### src/usct_pkg.sv
// Shared types, constants and arithmetic helpers for the sphere cell tessellator.
`timescale 1ns / 1ps

package usct_pkg;

  localparam logic [2:0] REG_RADIUS   = 3'd0;
  localparam logic [2:0] REG_CENTER_X = 3'd1;
  localparam logic [2:0] REG_CENTER_Y = 3'd2;
  localparam logic [2:0] REG_CENTER_Z = 3'd3;
  localparam logic [2:0] REG_THETA_N  = 3'd4;
  localparam logic [2:0] REG_PHI_N    = 3'd5;

  localparam logic [1:0] CORNER_00 = 2'd0;
  localparam logic [1:0] CORNER_10 = 2'd1;
  localparam logic [1:0] CORNER_01 = 2'd2;
  localparam logic [1:0] CORNER_11 = 2'd3;

  localparam logic [1:0] SLOT_COS0 = 2'd0;
  localparam logic [1:0] SLOT_SIN0 = 2'd1;
  localparam logic [1:0] SLOT_COS1 = 2'd2;
  localparam logic [1:0] SLOT_SIN1 = 2'd3;

  localparam logic [31:0] COEF_A = 32'd1686629713;
  localparam logic [31:0] COEF_B = 32'd693598669;
  localparam logic [31:0] COEF_C = 32'd85569303;
  localparam logic [31:0] COEF_D = 32'd5026994;
  localparam logic [31:0] COEF_E = 32'd172272;

  typedef struct packed {
    logic signed [15:0] ct0;
    logic signed [15:0] st0;
    logic signed [15:0] ct1;
    logic signed [15:0] st1;
    logic signed [15:0] cp0;
    logic signed [15:0] sp0;
    logic signed [15:0] cp1;
    logic signed [15:0] sp1;
  } trig_t;

  typedef struct packed {
    logic       valid;
    logic [1:0] slot;
  } sin_ctl_t;

  function automatic logic [31:0] mul_q30(input logic [31:0] a, input logic [31:0] b);
    logic [63:0] p;
    p = 64'(a) * 64'(b);
    return p[61:30];
  endfunction

  function automatic logic signed [17:0] mul_round15(input logic signed [16:0] a,
                                                     input logic signed [16:0] b);
    logic        neg;
    logic [16:0] ma;
    logic [16:0] mb;
    logic [33:0] m;
    logic [17:0] mag;
    neg = a[16] ^ b[16];
    ma = a[16] ? 17'(-a) : 17'(a);
    mb = b[16] ? 17'(-b) : 17'(b);
    m = 34'(ma) * 34'(mb) + 34'd16384;
    mag = m[32:15];
    return neg ? -$signed(mag) : $signed(mag);
  endfunction

  function automatic logic [1:0] corner_of(input logic [2:0] vtx);
    case (vtx)
      3'd0: return CORNER_00;
      3'd1: return CORNER_10;
      3'd2: return CORNER_01;
      3'd3: return CORNER_01;
      3'd4: return CORNER_10;
      3'd5: return CORNER_11;
      default: return CORNER_00;
    endcase
  endfunction

endpackage

### src/usct_back.sv
// Back end: walks the six vertices of a cell and forms normals and positions.
`timescale 1ns / 1ps

module usct_back (
  input  logic               clk,
  input  logic               rst,
  input  logic [14:0]        sphere_radius,
  input  logic signed [15:0] center_x,
  input  logic signed [15:0] center_y,
  input  logic signed [15:0] center_z,
  input  logic               fifo_empty,
  input  usct_pkg::trig_t    fifo_data,
  output logic               pop,
  output logic               out_valid,
  input  logic               out_ready,
  output logic signed [15:0] pos_x,
  output logic signed [15:0] pos_y,
  output logic signed [15:0] pos_z,
  output logic signed [15:0] normal_x,
  output logic signed [15:0] normal_y,
  output logic signed [15:0] normal_z,
  output logic [1:0]         corner_code,
  output logic               last_vertex
);

  logic               en;
  logic [2:0]         vtx;
  logic [1:0]         code;
  logic               a_vld;
  logic signed [15:0] a_ct, a_st, a_cp, a_sp;
  logic [1:0]         a_code;
  logic               a_last;
  logic               b_vld;
  logic signed [15:0] b_nx, b_ny, b_nz;
  logic [1:0]         b_code;
  logic               b_last;
  logic               c_vld;
  logic signed [17:0] c_px, c_py, c_pz;
  logic signed [15:0] c_nx, c_ny, c_nz;
  logic [1:0]         c_code;
  logic               c_last;
  logic signed [16:0] rad;
  logic signed [18:0] sx, sy, sz;
  logic signed [17:0] nx_w, ny_w;

  function automatic logic signed [15:0] sat16(input logic signed [18:0] v);
    if (v > 19'sd32767) return 16'sh7fff;
    if (v < -19'sd32768) return 16'sh8000;
    return v[15:0];
  endfunction

  assign en = !out_valid || out_ready;
  assign pop = en && !fifo_empty && vtx == 3'd5;
  assign code = usct_pkg::corner_of(vtx);
  assign rad = $signed({2'b00, sphere_radius});
  assign nx_w = usct_pkg::mul_round15(17'(a_ct), 17'(a_sp));
  assign ny_w = usct_pkg::mul_round15(17'(a_st), 17'(a_sp));
  assign sx = 19'(center_x) + 19'(c_px);
  assign sy = 19'(center_y) + 19'(c_py);
  assign sz = 19'(center_z) + 19'(c_pz);

  always_ff @(posedge clk) begin
    if (rst) begin
      vtx <= 3'd0;
      a_vld <= 1'b0;
      b_vld <= 1'b0;
      c_vld <= 1'b0;
      out_valid <= 1'b0;
    end else if (en) begin
      a_vld <= !fifo_empty;
      b_vld <= a_vld;
      c_vld <= b_vld;
      out_valid <= c_vld;
      if (!fifo_empty) vtx <= (vtx == 3'd5) ? 3'd0 : vtx + 3'd1;
    end
  end

  always_ff @(posedge clk) begin
    if (en) begin
      a_ct <= code[0] ? fifo_data.ct1 : fifo_data.ct0;
      a_st <= code[0] ? fifo_data.st1 : fifo_data.st0;
      a_cp <= code[1] ? fifo_data.cp1 : fifo_data.cp0;
      a_sp <= code[1] ? fifo_data.sp1 : fifo_data.sp0;
      a_code <= code;
      a_last <= vtx == 3'd5;
      b_nx <= nx_w[15:0];
      b_ny <= ny_w[15:0];
      b_nz <= a_cp;
      b_code <= a_code;
      b_last <= a_last;
      c_px <= usct_pkg::mul_round15(rad, 17'(b_nx));
      c_py <= usct_pkg::mul_round15(rad, 17'(b_ny));
      c_pz <= usct_pkg::mul_round15(rad, 17'(b_nz));
      c_nx <= b_nx;
      c_ny <= b_ny;
      c_nz <= b_nz;
      c_code <= b_code;
      c_last <= b_last;
      pos_x <= sat16(sx);
      pos_y <= sat16(sy);
      pos_z <= sat16(sz);
      normal_x <= c_nx;
      normal_y <= c_ny;
      normal_z <= c_nz;
      corner_code <= c_code;
      last_vertex <= c_last;
    end
  end

endmodule

### config.mk
export PLATFORM = sky130hd
export DESIGN_NAME = usct_back
export DESIGN_NICKNAME = d
export VERILOG_FILES = /design/src/usct_pkg.sv /design/src/usct_back.sv
export SDC_FILE = /design/constraint.sdc
export NUM_CORES = 2
export LEC_CHECK = 0
export BUFFER_PORTS_ARGS = -buffer_cell sky130_fd_sc_hd__buf_2
export CORE_ASPECT_RATIO = 0.6
export CORE_UTILIZATION = 66
export CTS_BUF_LIST = sky130_fd_sc_hd__clkbuf_8
export DETAILED_ROUTE_END_ITERATION = 7
export HOLD_SLACK_MARGIN = 0.02
export PLACE_DENSITY_LB_ADDON = 0.08
export SLEW_MARGIN = 20
export SYNTH_ARGS = -nofsm -noshare
export SYNTH_HDL_FRONTEND = slang
export SYNTH_SLANG_ARGS = --single-unit
### constraint.sdc
create_clock -name clk -period 18.3 [get_ports clk]
set_input_delay 3.66 -clock clk [delete_from_list [all_inputs] [get_ports clk]]
set_output_delay 3.66 -clock clk [all_outputs]
set_load 0.005 [all_outputs]
==> impl.org <==
** Timing
- Worst Skew :: 0.0831 ns
- Setup repair after global routing left no endpoint under its margin.
- The count of pins over their slew limit was 0.
- Setup violations remaining at the end of the flow were counted as 0.
- The number of hold violations in the final report came to 0.
- Transition time at the pin with the least slew margin :: 1.24 ns
- Highest achievable clock rate :: 93.9 MHz
- The clock period could shrink to 10.65 ns.
- Final Cycle Share :: 0.582
- Relative slew slack :: 0.173
- Setup Total Neg Slack :: 0 ns

** Global routing
- The initial antenna violation count is 3.
- Across every metal layer, demand over resource in global routing totals 0.347.
- The number of global-route vias before repair is 44.2k.
- Wire length of the first global-routing pass :: 243 mm
- Pin count of the biggest net entering global routing :: 115
- Leftover overflow at the end of global routing :: 0

** Cells and area
- Relative area change from synthesis to final layout :: 7.87%
- In the final layout, the share of cells above drive strength 1 is 0.0899.
- After filler insertion, the fill cell instance count of the layout stands at 6658.
- In the final design database the tool counted 8304 nets.
- The largest registers in the layout are c_px (18), c_py (18), c_pz (18).
- Most common library cell in the layout ignoring fill and taps :: sky130_fd_sc_hd__inv_1
- Top library cells by usage in the layout, fill and taps aside :: 1247 x sky130_fd_sc_hd__inv_1, 1029 x sky130_fd_sc_hd__fa_1, 909 x sky130_fd_sc_hd__nand2_1

** Yosys
- Simple-gate share of the synthesized area :: 0.141
- Of the total synthesized cell area, the portion taken by XOR and XNOR cells is 0.0492.
- Syn Std Cell Area :: 58700 um^2
- In this run, synthesis produced a sequential element count of 329.
- Of the total synthesized cell area, the portion taken by full adders, half adders and majority gates is 0.477.
- The cell count after synthesis came out at 6171.
- In this run the mean area of a mapped cell was 9.52 um^2.
- Sequential element share of the synthesized area :: 0.167
- Count of synthesis-stage warnings from yosys :: 0
- After synthesis, the netlist uses 88 different library cells.
- In the synthesized netlist the async set-or-reset flop fraction comes to 0.
- The most used flip-flop cell after synthesis is sky130_fd_sc_hd__edfxtp_1.
- Synth top area cells :: sky130_fd_sc_hd__fa_1 35%, sky130_fd_sc_hd__edfxtp_1 16%, sky130_fd_sc_hd__ha_1 13%, sky130_fd_sc_hd__inv_1 7.9%, sky130_fd_sc_hd__nand2_1 5.8%
- Count of flip-flops with a built-in enable after synthesis :: 322
- Mux cell area share after synthesis :: 0.00888
- By area, the combinational part of the netlist is dominated by adder cells.
- sky130_fd_sc_hd__fa_1 takes more of the synthesized area than any other cell.
- The share of synthesized area in the top cell type comes to 0.351.
- Post-synthesis compound-gate area fraction :: 0.0623

** Setup path
- Worst reg2reg path depth :: 28
- Worst path slowest cell :: sky130_fd_sc_hd__a211oi_1
- The worst register-to-register path ends at b_nx[15].
- Setup slack on the worst reg-to-reg path comes out at 8.12 ns.
- Longest individual stage delay on the worst path :: 0.73 ns
- Worst flop-to-flop path startpoint :: a_sp[0]
- Cell type with the highest occurrence count on the critical path :: sky130_fd_sc_hd__fa_1
- STA classifies the critical path endpoint as a register.
- Of all nets on the critical path, the largest fanout is 48.
- The critical path in this run is classified as in -> reg.
- For the worst setup path, the data required time is 18.72 ns.
- Data on the critical path arrives at its endpoint at 11.07 ns.
- Startpoint kind of the worst setup timing path :: input port
- In this run the worst setup path begins at sphere_radius[1].
- The critical path goes through buf_2, buf_4, nand2_1, fa_1, fa_1, fa_1, fa_1, inv_1, fa_1, inv_1, fa_1, inv_1, ha_1, o21ai_0, o21ai_0, o2111ai_1, a21boi_2, o2111ai_2, a211oi_1, a21oi_1, xor2_1, nand2_1, o41ai_4, xnor2_1.
- End point of the critical path :: c_px[17]

** Floorplanning
- The floorplan step defined a die boundary enclosing 90200 um^2.
- X dimension of the die :: 387 um
- For this configuration, the core starts out at a cell density of 0.668.
- The core region is 87900 um^2.
- Y dimension of the die :: 233 um
- 296 I/O pins were placed.
- The floorplan has 84 rows.

** Clocking
- Number of buffers inserted for hold repair after clock tree synthesis :: 0
- Buffers from clock root to sink, at most :: 3
- Post-CTS timing repair inserted 0 buffers for setup.
- The later pin in the worst-skew pair is clocked with a latency of 0.72 ns.
- Post-CTS repair changed the size of 0 cells.
- Clk Tree Root Cell :: sky130_fd_sc_hd__clkbuf_8
- TritonCTS created 52 clock buffers.
- In this run the number of H-tree levels came out at 2.
- Clock transition at the register clock pins on the worst setup and hold paths after CTS :: 0.08 ns
- For this design, the sink count on the clock tree is 329.
- TritonCTS built the clock tree.

** Placement
- HPWL Detailed :: 121 mm
- Routability-driven placement congestion ratio :: 0.995
- During placement, the flow inserted port buffers numbering 295.

** Routing
- Aggregate routed wire length :: 151 mm
- After detailed routing, the number of vias per cell comes to 5.68.
- The first detailed-routing pass ran for 6 iterations.
- The count of nets left with antenna violations once routing finished came out at 0.
- The final route contains 43.7k vias.
- For this block, the initial DRC count from the detailed router was 3980.
- After detailed routing, the number of remaining DRC violations is 0.
- In the final routed layout, each cell accounts on average for 19.7 um.

** Outcome
- Run status :: finished, final reports clean

** Worst hold path
- In this run the worst hold path is classified as reg -> reg.

** Run
- Count of maximum capacitance violations :: 0
==> final cells by class <==
cell class / instances / area [um^2] / share of cell area
multi-input cells: 4471 / 44100 / 0.696
flip-flops and latches: 329 / 9810 / 0.155
inverters: 1240 / 4660 / 0.0736
repair buffers: 392 / 2200 / 0.0348
well taps: 1161 / 1450 / 0.0229
clock buffers: 53 / 729 / 0.0115
clock inverters: 41 / 385 / 0.00608
diodes: 2 / 5.00 / 0.0000790
==> critical path: cells and delay by family <==
kind                     cells  cell delay, ns
AO/OA/AOI/OAI                8            2.47
XOR/XNOR                     2            0.37
adder cells (fa/ha/maj)      7            3.38
buffers and inverters        5            0.80
AND/OR/NAND/NOR              2            0.34
==> worst min-delay path by stage <==
| stage | startpoint | endpoint | slack, ns | depth (start not counted) |
|---|---|---|---|---|
| finish | c_nz[12] | normal_z[12] | 0.41 | 0 |
| global route | c_nz[15] | normal_z[15] | 0.42 | 0 |
| CTS | c_nz[0] | normal_z[0] | 0.42 | 0 |
| detailed placement | c_nx[15] | normal_x[15] | 0.41 | 0 |
| global placement | c_nz[5] | normal_z[5] | 0.40 | 0 |
| floorplan | a_code[0] | b_code[0] | 0.40 | 0 |
==> cell usage after synthesis, drive strengths merged (26+ instances only) <==
cell type  instances
o21ai            150
edfxtp           322
a211oi            26
o31ai             42
nand3             38
inv             1239
nor3              42
a21oi            109
fa              1029
a21o              60
xnor2            212
and2             304
xor2             118
mux2              38
ha               594
nand2            909
clkbuf           221
nor2             352
or3               34
==> through the flow <==
step                      cell area (um^2)   util  hold slack (ns)  std cells  setup WS (ns)
after CTS                            63300  0.720            0.420       7687           7.85
after floorplan                      59100      -            0.400       6273           7.57
final                                63400  0.721            0.414       7689           7.65
after detailed placement             62200  0.708            0.405       7593           7.13
after global routing                 63400  0.721            0.424       7688           7.26
after global placement               62200  0.708            0.401       7593           7.29
==> routing by layer <==
| metal | track usage | share of wire | up-vias |
|---|---|---|---|
| met4 | 0.0698 | 0.020 | 0 |
| li1 | - | - | 19700 |
| met1 | 0.529 | 0.44 | 21500 |
| met2 | 0.490 | 0.40 | 2246 |
| met3 | 0.105 | 0.13 | 213 |
| met5 | 0 | 0 | - |
==> kinds of logic after synthesis <==
group	after synthesis
AND/OR/NAND/NOR	1823
adder cells (fa/ha/maj)	1623
buffers and inverters	1473
AO/OA/AOI/OAI	544
XOR/XNOR	330
flip-flops	329
multiplexers	47
other	2
Power is not shown: default switching activity piles up to over one toggle a cycle in this logic, so the estimate is an artifact.
