## config.mk

```make
export PLATFORM = sky130hd
export DESIGN_NAME = usct_fifo
export DESIGN_NICKNAME = d
export VERILOG_FILES = /design/src/usct_pkg.sv /design/src/usct_fifo.sv
export SDC_FILE = /design/constraint.sdc
export NUM_CORES = 1
export LEC_CHECK = 0
export BUFFER_PORTS_ARGS = -buffer_cell sky130_fd_sc_hd__buf_2
export CORE_MARGIN = 4
export CORE_UTILIZATION = 56
export DETAILED_ROUTE_END_ITERATION = 16
export GPL_TIMING_DRIVEN = 0
export PLACE_DENSITY = 0.86
export SETUP_SLACK_MARGIN = 0.05
export SLEW_MARGIN = 20
export SYNTH_ARGS = -nofsm -noshare
export SYNTH_HDL_FRONTEND = slang
export SYNTH_SLANG_ARGS = --single-unit
```

## constraint.sdc

```tcl
create_clock -name clk -period 18.9 [get_ports clk]
set_input_delay 1.89 -clock clk [delete_from_list [all_inputs] [get_ports clk]]
set_output_delay 1.89 -clock clk [all_outputs]
set_load 0.005 [all_outputs]
```

## src/usct_pkg.sv

```systemverilog
// Shared types, constants and arithmetic helpers for the sphere cell tessellator.
`timescale 1ns / 1ps

package usct_pkg;

  localparam logic [2:0] REG_RADIUS   = 3'd0;
  localparam logic [2:0] REG_CENTER_X = 3'd1;
  localparam logic [2:0] REG_CENTER_Y = 3'd2;
  localparam logic [2:0] REG_CENTER_Z = 3'd3;
  localparam logic [2:0] REG_THETA_N  = 3'd4;
  localparam logic [2:0] REG_PHI_N    = 3'd5;

  localparam logic [1:0] CORNER_00 = 2'd0;
  localparam logic [1:0] CORNER_10 = 2'd1;
  localparam logic [1:0] CORNER_01 = 2'd2;
  localparam logic [1:0] CORNER_11 = 2'd3;

  localparam logic [1:0] SLOT_COS0 = 2'd0;
  localparam logic [1:0] SLOT_SIN0 = 2'd1;
  localparam logic [1:0] SLOT_COS1 = 2'd2;
  localparam logic [1:0] SLOT_SIN1 = 2'd3;

  localparam logic [31:0] COEF_A = 32'd1686629713;
  localparam logic [31:0] COEF_B = 32'd693598669;
  localparam logic [31:0] COEF_C = 32'd85569303;
  localparam logic [31:0] COEF_D = 32'd5026994;
  localparam logic [31:0] COEF_E = 32'd172272;

  typedef struct packed {
    logic signed [15:0] ct0;
    logic signed [15:0] st0;
    logic signed [15:0] ct1;
    logic signed [15:0] st1;
    logic signed [15:0] cp0;
    logic signed [15:0] sp0;
    logic signed [15:0] cp1;
    logic signed [15:0] sp1;
  } trig_t;

  typedef struct packed {
    logic       valid;
    logic [1:0] slot;
  } sin_ctl_t;

  function automatic logic [31:0] mul_q30(input logic [31:0] a, input logic [31:0] b);
    logic [63:0] p;
    p = 64'(a) * 64'(b);
    return p[61:30];
  endfunction

  function automatic logic signed [17:0] mul_round15(input logic signed [16:0] a,
                                                     input logic signed [16:0] b);
    logic        neg;
    logic [16:0] ma;
    logic [16:0] mb;
    logic [33:0] m;
    logic [17:0] mag;
    neg = a[16] ^ b[16];
    ma = a[16] ? 17'(-a) : 17'(a);
    mb = b[16] ? 17'(-b) : 17'(b);
    m = 34'(ma) * 34'(mb) + 34'd16384;
    mag = m[32:15];
    return neg ? -$signed(mag) : $signed(mag);
  endfunction

  function automatic logic [1:0] corner_of(input logic [2:0] vtx);
    case (vtx)
      3'd0: return CORNER_00;
      3'd1: return CORNER_10;
      3'd2: return CORNER_01;
      3'd3: return CORNER_01;
      3'd4: return CORNER_10;
      3'd5: return CORNER_11;
      default: return CORNER_00;
    endcase
  endfunction

endpackage

```

## src/usct_fifo.sv

```systemverilog
// Two-entry queue of per-cell sine and cosine sets between front and back end.
`timescale 1ns / 1ps

module usct_fifo (
  input  logic            clk,
  input  logic            rst,
  input  logic            push,
  input  usct_pkg::trig_t push_data,
  input  logic            pop,
  output usct_pkg::trig_t pop_data,
  output logic            full,
  output logic            empty
);

  usct_pkg::trig_t mem [0:1];
  logic            wptr;
  logic            rptr;
  logic [1:0]      count;

  assign full = count == 2'd2;
  assign empty = count == 2'd0;
  assign pop_data = mem[rptr];

  always_ff @(posedge clk) begin
    if (rst) begin
      wptr <= 1'b0;
      rptr <= 1'b0;
      count <= 2'd0;
    end else begin
      if (push) wptr <= !wptr;
      if (pop) rptr <= !rptr;
      case ({push, pop})
        2'b10: count <= count + 2'd1;
        2'b01: count <= count - 2'd1;
        default: count <= count;
      endcase
    end
  end

  always_ff @(posedge clk) begin
    if (push) mem[wptr] <= push_data;
  end

endmodule

```

==> impl.org, run 1 <==
** Die
- The region available for standard cell placement spans approximately 17000 um^2.
- Initial Utilization :: between 50% and 60%
- During I/O placement, the number of pins put on the boundary was 262.
- The initialized floorplan defines 47 standard-cell rows.
- Die outline height :: 138 um
- The floorplan step defined a die boundary enclosing between 15000 and 20000 um^2.
- Chip Width :: 138 um

** Synthesis
- The cell area that synthesis handed to floorplanning was 9430 um^2.
- Register bit total from synthesis :: 261
- Number of warnings issued by yosys :: 0
- Post-Synthesis Cells :: 420
- Share of synthesized cell area in and, or, nand and nor gates :: 0.464%
- By area, the combinational part of the netlist is dominated by multiplexers.
- Mean post-synth cell area :: 22.5 um^2
- Fraction of the yosys area taken by sequential cells :: 82.6%
- Net count after synthesis :: 553
- Distinct cell type count of the synthesized netlist :: 15
- Of the total synthesized cell area, the portion taken by full adders, half adders and majority gates is less than 1%.
- Of the total synthesized cell area, the portion taken by XOR and XNOR cells is 0.371%.
- The portion of synthesized area spent on multiplexers is approximately 15%.
- Summing the areas of all compound-gate instances in the mapped netlist gives 0.106% of the synthesized area.

** GRT
- Global routing used between 10% and 20% of the available tracks across all layers.
- The number of global-route vias before repair is 5378.
- Entering global routing, the biggest net connects 53 pins.
- Global-route wire length before repair :: around 27000 um
- After global routing the overflow that remains totals 0.
- Antenna violations before repair :: 1

** Pwr
- The worst-case IR drop observed on VDD is about 0.089 mV.
- The clock network accounts for 35.0% of the total power.
- Lkg Pwr :: 0.00450 uW
- Cell-internal power :: between 900 and 1000 uW
- Net Sw Power :: roughly 260 uW
- Sequential Power Share :: between 50% and 60%
- Power per standard cell area :: 106 nW/um^2
- Combinational logic burns a little over a tenth of the power.
- Of the total power, the share spent switching nets is 20.7%.

** STA
- The number of pins exceeding their max-slew limit in the final report is 0.
- Setup repair after global routing left no endpoint under its margin.
- In the finished design, the share of the clock period the worst path needs comes to 20.0%.
- Clk_skew :: 0.00443 ns
- Post-route worst hold slack :: between 0.5 and 0.6 ns
- Based on the critical path, the design can be clocked at up to 264 MHz.
- Number of setup violations in the final report :: 0
- The routed design could run at a clock period as short as about 3.8 ns.
- The final hold violation count is 0.
- Aggregate negative setup slack :: 0 ns
- Across all setup checks in the final design, the least slack found is 15.12 ns.
- The worst pin sits at a relative slew slack of 57.1%.
- For the pin with the worst max-slew slack, the measured transition is 0.642 ns.

** Routing
- Via count :: 4940
- Dividing the detail-routed wire length by the instance count gives 19.6 um.
- Number of design rule violations left after detail routing :: 0
- After detailed routing, the number of vias per cell comes to 5.21.
- Number of detailed-route iterations in the first pass :: 4
- Count of routing violations after the opening detailed-route iteration :: ~210
- The count of nets left with antenna violations once routing finished came out at 0.
- Wires add up to ~19000 um.

** Placed design
- Summing all placed instances gives a cell area of approximately 11000 um^2.
- The count of buffers added on input and output ports is about 260.
- Once detailed placement completed, the half-perimeter wirelength came to 13000 um.
- Number of placed instances with taps included :: around 900
- The congestion estimate from routability-driven global placement came to 0.751.
- Worst setup slack after placement :: 15.48 ns

** Finish
- Multi-input logic area :: ~1600 um^2
- Relative area change from synthesis to final layout :: 26.3%
- Total area of sequential cells :: 7790 um^2
- Antenna diodes :: 0
- In the final layout, the share of cells above drive strength 1 is about three fifths.
- The finished cells cover ~12000 um^2.
- Fill cells in the final layout number 981.
- The net count of the finished layout is 848.
- Post-layout instance count excluding filler cells :: roughly 950

** Clock tree
- Post-CTS setup buffer count :: 0
- Number of H-tree levels :: 1
- The number of hold buffers added after CTS was 0.
- Gates resized during post-CTS repair numbered 0.
- The clock reaches the later pin of the worst-skew pair after 0.50 ns.
- For this design, the sink count on the clock tree is 261.
- Counting the buffers created by CTS gives 25.
- Maximum buffer depth of the clock tree :: 3
- TritonCTS built the clock tree.
- After clock tree synthesis, the clock-pin slew on the worst setup and hold paths is about 0.06 ns.
- Clock tree synthesis selected as its root buffer the cell sky130_fd_sc_hd__clkbuf_16.

** Setup path
- Element type at the critical path end :: output port
- For the worst setup path, the data arrival time is 1.89 ns.
- For the worst setup path, the data required time is 17.01 ns.
- Largest fanout on the critical path :: 10
- The worst setup path is of the reg -> out kind.
- STA classifies the critical path startpoint as a flip-flop.

** Hold path
- The path class of the tightest hold or removal check is reg -> reg.

** Run
- Number of maximum-capacitance constraint violations :: 0

** Outcome
- The flow ran to the end, and the final reports show no timing, DRC or antenna violations.
## power groups by stage
stage	clock network, uW	registers (uW)	logic (uW)
4_1_cts	451	685	137
5_1_grt	475	687	146
3_3_place_gp	0	702	123
3_5_place_dp	0	696	135
6_report	441	684	135
2_1_floorplan	0	699	66.3
## metal layers
metal	vias to the layer above	routed length [um]	track usage [%]
met5	-	13	0
met3	36	1730	5.99
met1	2431	6510	20.7
li1	2263	-	-
met4	2	420	5.82
met2	208	9920	34.5
## cells in the mapped netlist (all sizes together)
library cell / instances / area share, %
edfxtp: 256 / 82
mux2: 128 / 15
buf: 14 / 1.0
nor2: 6 / 0.24
dfxtp: 5 / 1.1
xnor2: 3 / 0.28
a21oi: 1 / 0.053
and2: 1 / 0.066
and2b: 1 / 0.093
ha: 1 / 0.13
inv: 1 / 0.040
o21ai: 1 / 0.053
or3: 1 / 0.066
xor2: 1 / 0.093
## placed cells by master, fill, tap and decap left out, drive strengths merged, types with 3 or more instances in the layout
| master | count |
|---|---|
| buf | 282 |
| clkbuf | 29 |
| clkinv | 9 |
| dfxtp | 5 |
| edfxtp | 256 |
| mux2 | 128 |
| nor2 | 6 |
| xnor2 | 3 |
## cell families (layout without fill, tap and decap cells)
group	after synthesis	in the layout
simple gates	9	9
flops	261	261
mux	128	128
compound gates	2	2
buf+inv	15	323
xor+xnor	4	4
fa+ha+maj	1	1
## worst paths after layout
kind | start | to | slack (ns) | depth (start not counted)
hold / removal | count[1]$_SDFFE_PP0P_ | count[1]$_SDFFE_PP0P_ | 0.54 | 2
hold reg to reg | count[1]$_SDFFE_PP0P_ | count[1]$_SDFFE_PP0P_ | 0.54 | 2
setup / recovery | flip-flop | pop_data[0] | 15.12 | 4
setup reg to reg | wptr$_SDFFE_PP0P_ | mem[0][96]$_DFFE_PP_ | 17.21 | 3
## area by class of cell
type	instances	area share [%]
Inverter	1	0.0315
Tap cell	220	2.31
Sequential cell	261	65.4
Clock inverter	11	0.651
Buffer	14	0.819
Clock buffer	29	5.38
Multi-Input combinational cell	144	13.0
Timing Repair Buffer	268	12.4
## sequential cells by signal (all words and copies together) (netlist names), named ones only
register / count
rptr: 1
mem: 256
count: 2
wptr: 1
## critical path, cell delays in order, from the launching register on
cell and delay [ns]:
sky130_fd_sc_hd__dfxtp_1 0.32, sky130_fd_sc_hd__buf_2 0.31, sky130_fd_sc_hd__buf_4 0.26, sky130_fd_sc_hd__mux2_2 0.36, sky130_fd_sc_hd__buf_2 0.13
## through the flow
step | util, % | power, uW
4_1_cts | 72.1 | 1270
6_report | 72.1 | 1260
5_1_grt | 72.1 | 1310
3_5_place_dp | 67.7 | 832
2_1_floorplan | - | 765
3_3_place_gp | 66.6 | 825
No activity file was read; power rests on OpenSTA's default activity.
==> inputs of run 2 (changes only) <==
--- a/config.mk
+++ b/config.mk
@@ -5,12 +5,13 @@
 export SDC_FILE = /design/constraint.sdc
 export NUM_CORES = 1
 export LEC_CHECK = 0
+export ABC_AREA = 1
 export BUFFER_PORTS_ARGS = -buffer_cell sky130_fd_sc_hd__buf_2
 export CORE_MARGIN = 4
-export CORE_UTILIZATION = 56
+export CORE_UTILIZATION = 52
 export DETAILED_ROUTE_END_ITERATION = 16
 export GPL_TIMING_DRIVEN = 0
-export PLACE_DENSITY = 0.86
+export PLACE_DENSITY = 0.8
 export SETUP_SLACK_MARGIN = 0.05
 export SLEW_MARGIN = 20
 export SYNTH_ARGS = -nofsm -noshare
==> constraint.sdc (replaced) <==
create_clock -name clk -period 3.7 [get_ports clk]
set_input_delay 0.37 -clock clk [delete_from_list [all_inputs] [get_ports clk]]
set_output_delay 0.37 -clock clk [all_outputs]
set_load 0.005 [all_outputs]
==> run 2 against run 1 <==
Sequential power increased to 5.1 times the previous value. Global-route usage decreased by 1.2 points. First-iteration DRC count decreased by 26%. Register-to-register slack got worse by 15 ns. Total power increased to 5.3 times the previous value. Final cell count increased by 2.8%. Clock skew increased by 0.0025 ns. Area after synthesis increased by 1.1%. Sequential cell count unchanged. Utilization decreased by 4.9 points. Die area increased by 8.3%. Worst setup slack got worse by 14 ns. Highest routed layer unchanged.
==> impl.org, run 2 <==
** Outcome
- Result of the run :: finished, final reports clean (unchanged)

** Finish
- Antenna diodes :: 0 (unchanged)
- The area occupied by registers was 7790 um^2 (unchanged).
- Number of nets in the layout :: 859 (was 848)
- The count of placed standard cells in the final layout, fillers left out is 975 (was 948).
- The number of flip-flops under the largest register name came to 256 (unchanged).
- The number of fill cells was 1196 (was 981).
- Commonest cells after routing, fill and taps aside: sky130_fd_sc_hd__buf_2, sky130_fd_sc_hd__edfxtp_1, sky130_fd_sc_hd__mux2_2 (unchanged).
- Fraction of final layout cells with drive strength greater than 1 :: 60.1% (was 61.1%)
- The relative area change from synthesis to final layout came to 27.0% (was 26.3%).
- Biggest regs :: mem (256), count (2) (unchanged)
- The share of the core filled with cells is 67.2% (was 72.1%).
- Multi-input logic area :: 1550 um^2 (about the same)
- Layout Cell Area excl Fill :: 12100 um^2 (was 11900 um^2)
- Register bank with the most flops :: mem (unchanged)
- Most common library cell in the layout ignoring fill and taps :: sky130_fd_sc_hd__buf_2 (unchanged)

** Synthesis
- Multiplexer area fraction after synthesis :: 15.1% (was 15.3%)
- Net count after synthesis :: 564 (was 553)
- Register bit total from synthesis :: 261 (unchanged)
- The post-synthesis adder-cell area fraction came to 0.131% (was 0.133%).
- The synthesized area per cell was 22.1 um^2 (was 22.5 um^2).
- The most frequent cell after synthesis is sky130_fd_sc_hd__edfxtp_1 (unchanged).
- Post-synth EDFFs :: 256 (unchanged)
- Fraction of synthesized cell area taken by the top area cell type :: 80.7% (was 81.5%)
- Distinct cell type count of the synthesized netlist :: 14 (was 15)
- Post-synthesis async set-or-reset flop share :: 0% (unchanged)
- Cell area after synthesis :: 9530 um^2 (was 9430 um^2)
- The dominant combinational cell family by area after synthesis is multiplexers (unchanged).
- Number of warnings issued by yosys :: 0 (unchanged)
- The parity-gate share of the synthesized area counting xor and xnor cells was 0.0919% (was 0.371%).
- Share of synthesized cell area in and, or, nand and nor gates :: 0.709% (was 0.464%)
- Cell types with the highest counts after synthesis :: sky130_fd_sc_hd__edfxtp_1, sky130_fd_sc_hd__mux2_2, sky130_fd_sc_hd__nor2_1 (was sky130_fd_sc_hd__edfxtp_1, sky130_fd_sc_hd__mux2_2, sky130_fd_sc_hd__buf_4)
- The most instantiated flip-flop cell in the synthesis netlist was sky130_fd_sc_hd__edfxtp_1 (unchanged).
- The largest area contributor in the netlist was sky130_fd_sc_hd__edfxtp_1 (unchanged).
- Top post-synthesis cells by area :: sky130_fd_sc_hd__edfxtp_1, sky130_fd_sc_hd__mux2_2, sky130_fd_sc_hd__clkbuf_8 (was sky130_fd_sc_hd__edfxtp_1, sky130_fd_sc_hd__mux2_2, sky130_fd_sc_hd__dfxtp_1)
- Post-Synthesis Cells :: 431 (was 420)
- Complex-gate fraction of the synthesized area :: 0.105% (was 0.106%)
- The sequential element share of the synthesized area came to 81.7% (was 82.6%).

** STA
- Highest clock frequency the design can meet :: 465 MHz
- Final clock period utilization by the worst path :: 58.1%
- Worst slew pin tran :: 0.565 ns (was 0.642 ns)
- RSZ-0062 raised after global routing :: no (unchanged)
- The final setup violation count was 0 (unchanged).
- The least setup slack across all paths after layout was 1.55 ns (was 15.12 ns).
- Aggregate negative setup slack :: 0 ns (unchanged)
- The final hold violation count was 0 (unchanged).
- The number of pins exceeding their max-slew limit in the final report was 0 (unchanged).
- Clk_skew :: 0.00692 ns (was 0.00443 ns)
- Worst-case headroom to the max-slew limit :: 62.4% (was 57.1%)
- Final Critical Period :: 2.15 ns

** Die
- The number of cell rows came to 49 (was 47).
- Die outline height :: 143 um (was 138 um)
- The overall die width was 143 um (was 138 um).
- The placeable core region came to 18000 um^2 (was 16500 um^2).
- Area of the die :: 20600 um^2 (was 19000 um^2)
- The initial cell density of the core was 52.9% (was 57.1%).
- The total I/O pin count is 262 (unchanged).

** GRT
- The first-pass GRT wire length came to 28300 um (was 27500 um).
- The combined global-route utilization of all metal layers came to 17.5% (was 18.8%).
- The initial antenna violation count is 2 (was 1).
- Pin count of the biggest net entering global routing :: 75 (was 53)
- The aggregate global routing overflow was 0 (unchanged).
- Vias in the first global route :: 5371 (was 5378)

** Pwr
- Part of the power in the clock network :: 37.7% (was 35.0%)
- The sequential share of power is 52.3% (was 54.3%).
- The power density over the cells was 547 nW/um^2 (was 106 nW/um^2).
- Cell-internal power :: 5240 uW (was 998 uW)
- Power share of the combinational group :: 10.0% (was 10.7%)
- The fraction of power spent switching nets is 20.8% (was 20.7%).
- The worst supply voltage drop on vdd came to 0.489 mV (was 0.0889 mV).
- Lkg Pwr :: 0.00459 uW (was 0.00450 uW)
- Net Sw Power :: 1380 uW (was 261 uW)

** Placed design
- The final weighted congestion in routability-driven placement was 0.768 (was 0.751).
- The worst setup slack before clock tree synthesis came to 1.88 ns (was 15.48 ns).
- Number of placed instances with taps included :: 927 (was 908)
- The number of buffers added on ports came to 261 (unchanged).
- Area after DPL :: 11300 um^2 (was 11200 um^2)
- The total half-perimeter wirelength after legalization and detailed placement is 13100 um (was 13000 um).

** Clock tree
- The TritonCTS clock tree is done (unchanged).
- Count of hold-fix buffers inserted at cts :: 0 (unchanged)
- The later-pin clock latency in the skew report is 0.52 ns (was 0.50 ns).
- Clock-pin slew on the worst setup and hold paths :: 0.06 ns (about the same)
- The number of buffers on the longest clock path was 3 (unchanged).
- CTS root buf :: sky130_fd_sc_hd__clkbuf_16 (unchanged)
- The post-CTS resize count came to 0 (unchanged).
- The maximum level of the CTS H-tree came to 1 (unchanged).
- The number of setup buffers added after CTS is 0 (unchanged).
- The number of buffers created by CTS came to 26 (was 25).
- Clock sink count :: 261 (unchanged)

** Setup path
- The highest-delay cell along the critical path is sky130_fd_sc_hd__mux2_2 (unchanged).
- Largest fanout on the critical path :: 10 (unchanged)
- Category of cells accounting for the largest share of critical-path delay :: buffers and inverters (unchanged)
- The classification of the worst setup path is reg -> out (unchanged).
- Required time of the worst setup path :: 3.33 ns (was 17.01 ns)
- The data arrival time of the critical path was 1.78 ns (was 1.89 ns).
- Worst path max stage delay :: 0.36 ns (about the same)
- Number of cells on the worst reg-to-reg path :: 3 (unchanged)
- Critical path cell sequence: buf_6 > clkbuf_8 > mux2_2 > buf_2 (was buf_2 > buf_4 > mux2_2 > buf_2).
- The total stage count of the critical path is 4 (unchanged).
- The launching element type of the critical path is a flip-flop (unchanged).
- Buffers & Inverters on Critical Path :: 3 (unchanged)
- Element type at the critical path end :: output port (unchanged)

** Run
- The max-capacitance violation count is 0 (unchanged).

** Hold path
- The type of the tightest min-delay check was in -> reg (was reg -> reg).
- Instance count along the most critical hold path :: 1 (was 2)

** Routing
- The final antenna-violating net count came to 0 (unchanged).
- The mean routed wirelength per cell came to 19.1 um (was 19.6 um).
- The detailed-route via count came to 4961 (was 4940).
- The total length of routed wires is 18600 um (about the same).
- The number of detailed-routing iterations run before antenna repair is 4 (unchanged).
- Number of design rule violations left after detail routing :: 0 (unchanged)
- Count of routing violations after the opening detailed-route iteration :: 156 (was 212)
- The detailed-route vias per instance was 5.09 (was 5.21).
## run 2: final timing paths
check / from / to / slack, ns
max: flip-flop / pop_data[9] / 1.55
min: push_data[39] / mem[1][39]$_DFFE_PP_ / 0.04
max reg2reg: wptr$_SDFFE_PP0P_ / mem[1][75]$_DFFE_PP_ / 1.96
min reg2reg: rptr$_SDFFE_PP0P_ / flip-flop / 0.53
## run 2: through the flow
step | hold slack, ns | power (uW)
2_1_floorplan | 0.442 | 3860
3_3_place_gp | 0.493 | 4140
3_5_place_dp | 0.503 | 4190
5_1_grt | 0.0121 | 6890
6_report | 0.0352 | 6620
4_1_cts | 0.0134 | 6690
## run 2: final cells by class
class | instances | share of cell area [%]
plain buffers | 14 | 1.47
inverters | 7 | 0.258
repair buffers | 267 | 12.0
multi-input cells | 149 | 12.8
well taps | 229 | 2.37
clock buffers | 37 | 5.80
flip-flops and latches | 261 | 64.3
clock inverters | 11 | 1.02
## run 2: power by group through the flow
stage / logic (uW) / registers (uW) / clock network (uW)
final: 659 / 3460 / 2500
after global routing: 714 / 3470 / 2700
after CTS: 671 / 3460 / 2550
after detailed placement: 662 / 3520 / 0
after global placement: 611 / 3530 / 0
after floorplan: 336 / 3520 / 0
## run 2: cell families after synthesis
family / Yosys count
compound gates: 2
xor+xnor: 1
fa+ha+maj: 1
buf+inv: 21
flops: 261
mux: 128
simple gates: 17
## run 2: layer usage
layer | GRT usage (%) | vias to the layer above | share of wire (%)
li1 | - | 2290 | -
met1 | 20.2 | 2418 | 36
met2 | 31.7 | 201 | 52
met3 | 5.16 | 48 | 8.8
met4 | 5.20 | 4 | 2.6
met5 | 0 | - | 0.14
## run 2: worst reg2reg max path, stage by stage, from the launching register on
cell and delay (ns):
sky130_fd_sc_hd__dfxtp_1 0.39, sky130_fd_sc_hd__nand2_1 0.13, sky130_fd_sc_hd__inv_6 0.42, sky130_fd_sc_hd__buf_16 0.37
==> inputs of run 3 (changes only) <==
--- a/config.mk
+++ b/config.mk
@@ -8,10 +8,10 @@
 export ABC_AREA = 1
 export BUFFER_PORTS_ARGS = -buffer_cell sky130_fd_sc_hd__buf_2
 export CORE_MARGIN = 4
-export CORE_UTILIZATION = 52
+export CORE_UTILIZATION = 47
 export DETAILED_ROUTE_END_ITERATION = 16
 export GPL_TIMING_DRIVEN = 0
-export PLACE_DENSITY = 0.8
+export PLACE_DENSITY = 0.77
 export SETUP_SLACK_MARGIN = 0.05
 export SLEW_MARGIN = 20
 export SYNTH_ARGS = -nofsm -noshare
==> constraint.sdc (replaced) <==
create_clock -name clk -period 1.9 [get_ports clk]
set_input_delay 0.19 -clock clk [delete_from_list [all_inputs] [get_ports clk]]
set_output_delay 0.19 -clock clk [all_outputs]
set_load 0.005 [all_outputs]
==> run 3 against run 2 <==
The flow now finishes with violations (negative setup slack). Sequential cell count unchanged. Worst hold slack improved by 0.37 ns. Cell area increased by 25%. First-iteration DRC count increased by 48%. Via count increased by 16%. Wire length increased by 39%. Global-route usage increased by 2.9 points.
==> impl.org, run 3 (synthesis results as in run 2) <==
** Setup path
- Critical path data arrival time :: 1.73 ns (was 1.78 ns)
- Setup slack, reg-to-reg :: 0.16 ns (was 1.96 ns)
- Required time of the worst setup path :: 1.71 ns (was 3.33 ns)
- Largest fanout on the critical path :: 10 (unchanged)
- Crit path launch type :: flip-flop (unchanged)
- Element type at the critical path end :: output port (unchanged)
- The classification of the worst setup path is reg -> out (unchanged).
- Worst reg2reg path startpoint :: wptr$_SDFFE_PP0P_ (unchanged)

** Outcome
- Violations in the final reports :: negative setup slack
- Result of the run :: complete, but fails checks (was finished, final reports clean)

** Routing
- The total length of routed wires came to 25900 um (was 18600 um).
- Routed wirelength normalized by instance count :: 22.4 um (was 19.1 um)
- Number of design rule violations left after detail routing :: 0 (unchanged)
- Via count :: 5757 (was 4961)
- The number of violations reported at the end of detailed-routing iteration 0 came to 231 (was 156).
- The detailed-route vias per instance came to 4.98 (was 5.09).
- Remaining number of nets flagged by the antenna check after routing :: 0 (unchanged)
- The number of detailed-routing iterations run before antenna repair came to 4 (unchanged).

** STA
- Worst-case headroom to the max-slew limit :: 80.5% (was 62.4%)
- RSZ-0062 raised after global routing :: yes (was no)
- Max-slew violation count :: 0 (unchanged)
- The final setup violation count came to 23 (was 0).
- Final clock period utilization by the worst path :: 101%
- Worst slew pin tran :: 0.291 ns (was 0.565 ns)
- Clk_skew :: 0.00730 ns (was 0.00692 ns)
- After layout, the minimum clock period comes to 1.92 ns.
- The least setup slack across all paths after layout came to -0.0204 ns (was 1.55 ns).
- Highest clock frequency the design can meet :: 521 MHz
- Hold violation total from the final report :: 0 (unchanged)

** GRT
- The aggregate global routing overflow is 0 (unchanged).
- GRT Resource Usage Total :: 20.5% (was 17.5%)
- Vias in the first global route :: 6412 (was 5371)
- The initial antenna violation count is 0 (was 2).
- The first-pass GRT wire length is 35400 um (was 28300 um).
- Pin count of the biggest net entering global routing :: 36 (was 75)

** Clock tree
- The clock root buffer master is sky130_fd_sc_hd__clkbuf_16 (unchanged).
- The maximum level of the CTS H-tree came to 1 (unchanged).
- Clock-pin slew on the worst setup and hold paths :: 0.06 ns (about the same)
- The TritonCTS clock tree was done (unchanged).
- The number of buffers on the longest clock path is 3 (unchanged).
- The total clock sinks is 261 (unchanged).
- CTS Buf Count :: 26 (unchanged)
- The later-pin clock latency in the skew report is 0.51 ns (was 0.52 ns).

** Pwr
- Power per standard cell area :: 918 nW/um^2 (was 547 nW/um^2)
- The total power draw was 13900 uW (was 6620 uW).
- Worst-case vdd ir drop :: 0.849 mV (was 0.489 mV)
- Lkg Pwr :: 0.00604 uW (was 0.00459 uW)

** Finish
- Number of nets in the layout :: 1006 (was 859)
- Commonest cells after routing, fill and taps aside: sky130_fd_sc_hd__edfxtp_1, sky130_fd_sc_hd__buf_2, sky130_fd_sc_hd__dlygate4sd3_1 (was sky130_fd_sc_hd__buf_2, sky130_fd_sc_hd__edfxtp_1, sky130_fd_sc_hd__mux2_2).
- The number of flip-flops under the largest register name came to 256 (unchanged).
- Layout fillers :: 994 (was 1196)
- Layout Cell Area excl Fill :: 15100 um^2 (was 12100 um^2)
- The relative area change from synthesis to final layout came to 58.8% (was 27.0%).
- The most common cell after layout, fill and taps aside is sky130_fd_sc_hd__edfxtp_1 (was sky130_fd_sc_hd__buf_2).
- Biggest regs :: mem (256), count (2) (unchanged)
- Fraction of final layout cells with drive strength greater than 1 :: 51.7% (was 60.1%)
- The top register by number of flip-flops is mem (unchanged).
- The count of placed standard cells in the final layout, fillers left out was 1157 (was 975).

** Die
- The height of the chip came to 150 um (was 143 um).
- Area of the die :: 22600 um^2 (was 20600 um^2)
- Number of cell rows :: 51 (was 49)
- The total I/O pin count was 262 (unchanged).
- Chip Width :: 150 um (was 143 um)
- Placeable core region :: 19700 um^2 (was 18000 um^2)
- Initial Utilization :: 48.3% (was 52.9%)

** Hold path
- The type of the tightest min-delay check was in -> reg (unchanged).
- Hold path start :: push_data[71] (was push_data[39])

** Run
- The max-capacitance violation count came to 0 (unchanged).

** Placed design
- Number of placed instances with taps included :: 967 (was 927)
- Buffers added on ports :: 261 (unchanged)
- Area after DPL :: 11400 um^2 (was 11300 um^2)
- The worst setup slack before clock tree synthesis was -0.0708 ns (was 1.88 ns).
- Routability cong. :: 0.747 (was 0.768)
- HPWL reported at the end of detailed placement :: 13400 um (was 13100 um)
## run 3: worst paths after layout
kind                                 to  depth (start not counted)
setup / recovery           pop_data[17]                          4
hold reg to reg   count[1]$_SDFFE_PP0P_                          2
hold / removal     mem[1][71]$_DFFE_PP_                          2
setup reg to reg   mem[1][94]$_DFFE_PP_                          5
## run 3: what timing repair did
item | CTS | global route
cloned | 4 | 4
resized for setup | 176 | 106
endpoints found under the setup margin | 140 | 127
hold endpoints to repair | 261 | 0
setup buffers | 3 | 0
pin swaps | 1 | 0
hold buffers | 132 | 0
## run 3: per-stage QoR
| step | utilization, % | TNS, ns | hold WS (ns) |
|---|---|---|---|
| global placement | 56.7 | -433.06 | 0.377 |
| detailed placement | 57.9 | -1.39 | 0.382 |
| CTS | 73.7 | -3.59 | 0.370 |
| finish | 76.8 | -0.144 | 0.405 |
| global route | 76.7 | -3.76 | 0.398 |
| floorplan | - | -193.82 | 0.262 |
## run 3: power by group
part	total [uW]	leakage [uW]	switching (uW)	internal [uW]
Sequential	6780	0.00245	107	6670
Combinational	2360	0.00321	876	1480
Clock	4760	0.000382	2040	2710
## run 3: cell type report
cell class | count | area [um^2] | area share, %
Buffer | 14 | 295 | 1.95
Antenna cell | 1 | 2.50 | 0.0165
Multi-Input combinational cell | 149 | 2020 | 13.4
Timing Repair Buffer | 414 | 3880 | 25.6
Clock inverter | 13 | 80.1 | 0.529
Clock buffer | 33 | 698 | 4.61
Inverter | 7 | 30.0 | 0.198
Tap cell | 265 | 332 | 2.19
Sequential cell | 261 | 7790 | 51.5
## run 3: layer usage
layer | vias up | GRT usage [%] | wire [um]
li1 | 2595 | - | -
met1 | 2896 | 24.2 | 9440
met2 | 221 | 38.4 | 14400
met3 | 45 | 4.18 | 1520
met4 | 0 | 4.48 | 552
met5 | - | 0 | 0
## run 3: worst max-delay path: stages (launching register included)
cell and delay, ns:
sky130_fd_sc_hd__dfxtp_4 0.41, sky130_fd_sc_hd__buf_16 0.19, sky130_fd_sc_hd__buf_12 0.17, sky130_fd_sc_hd__mux2_4 0.32, sky130_fd_sc_hd__buf_6 0.13
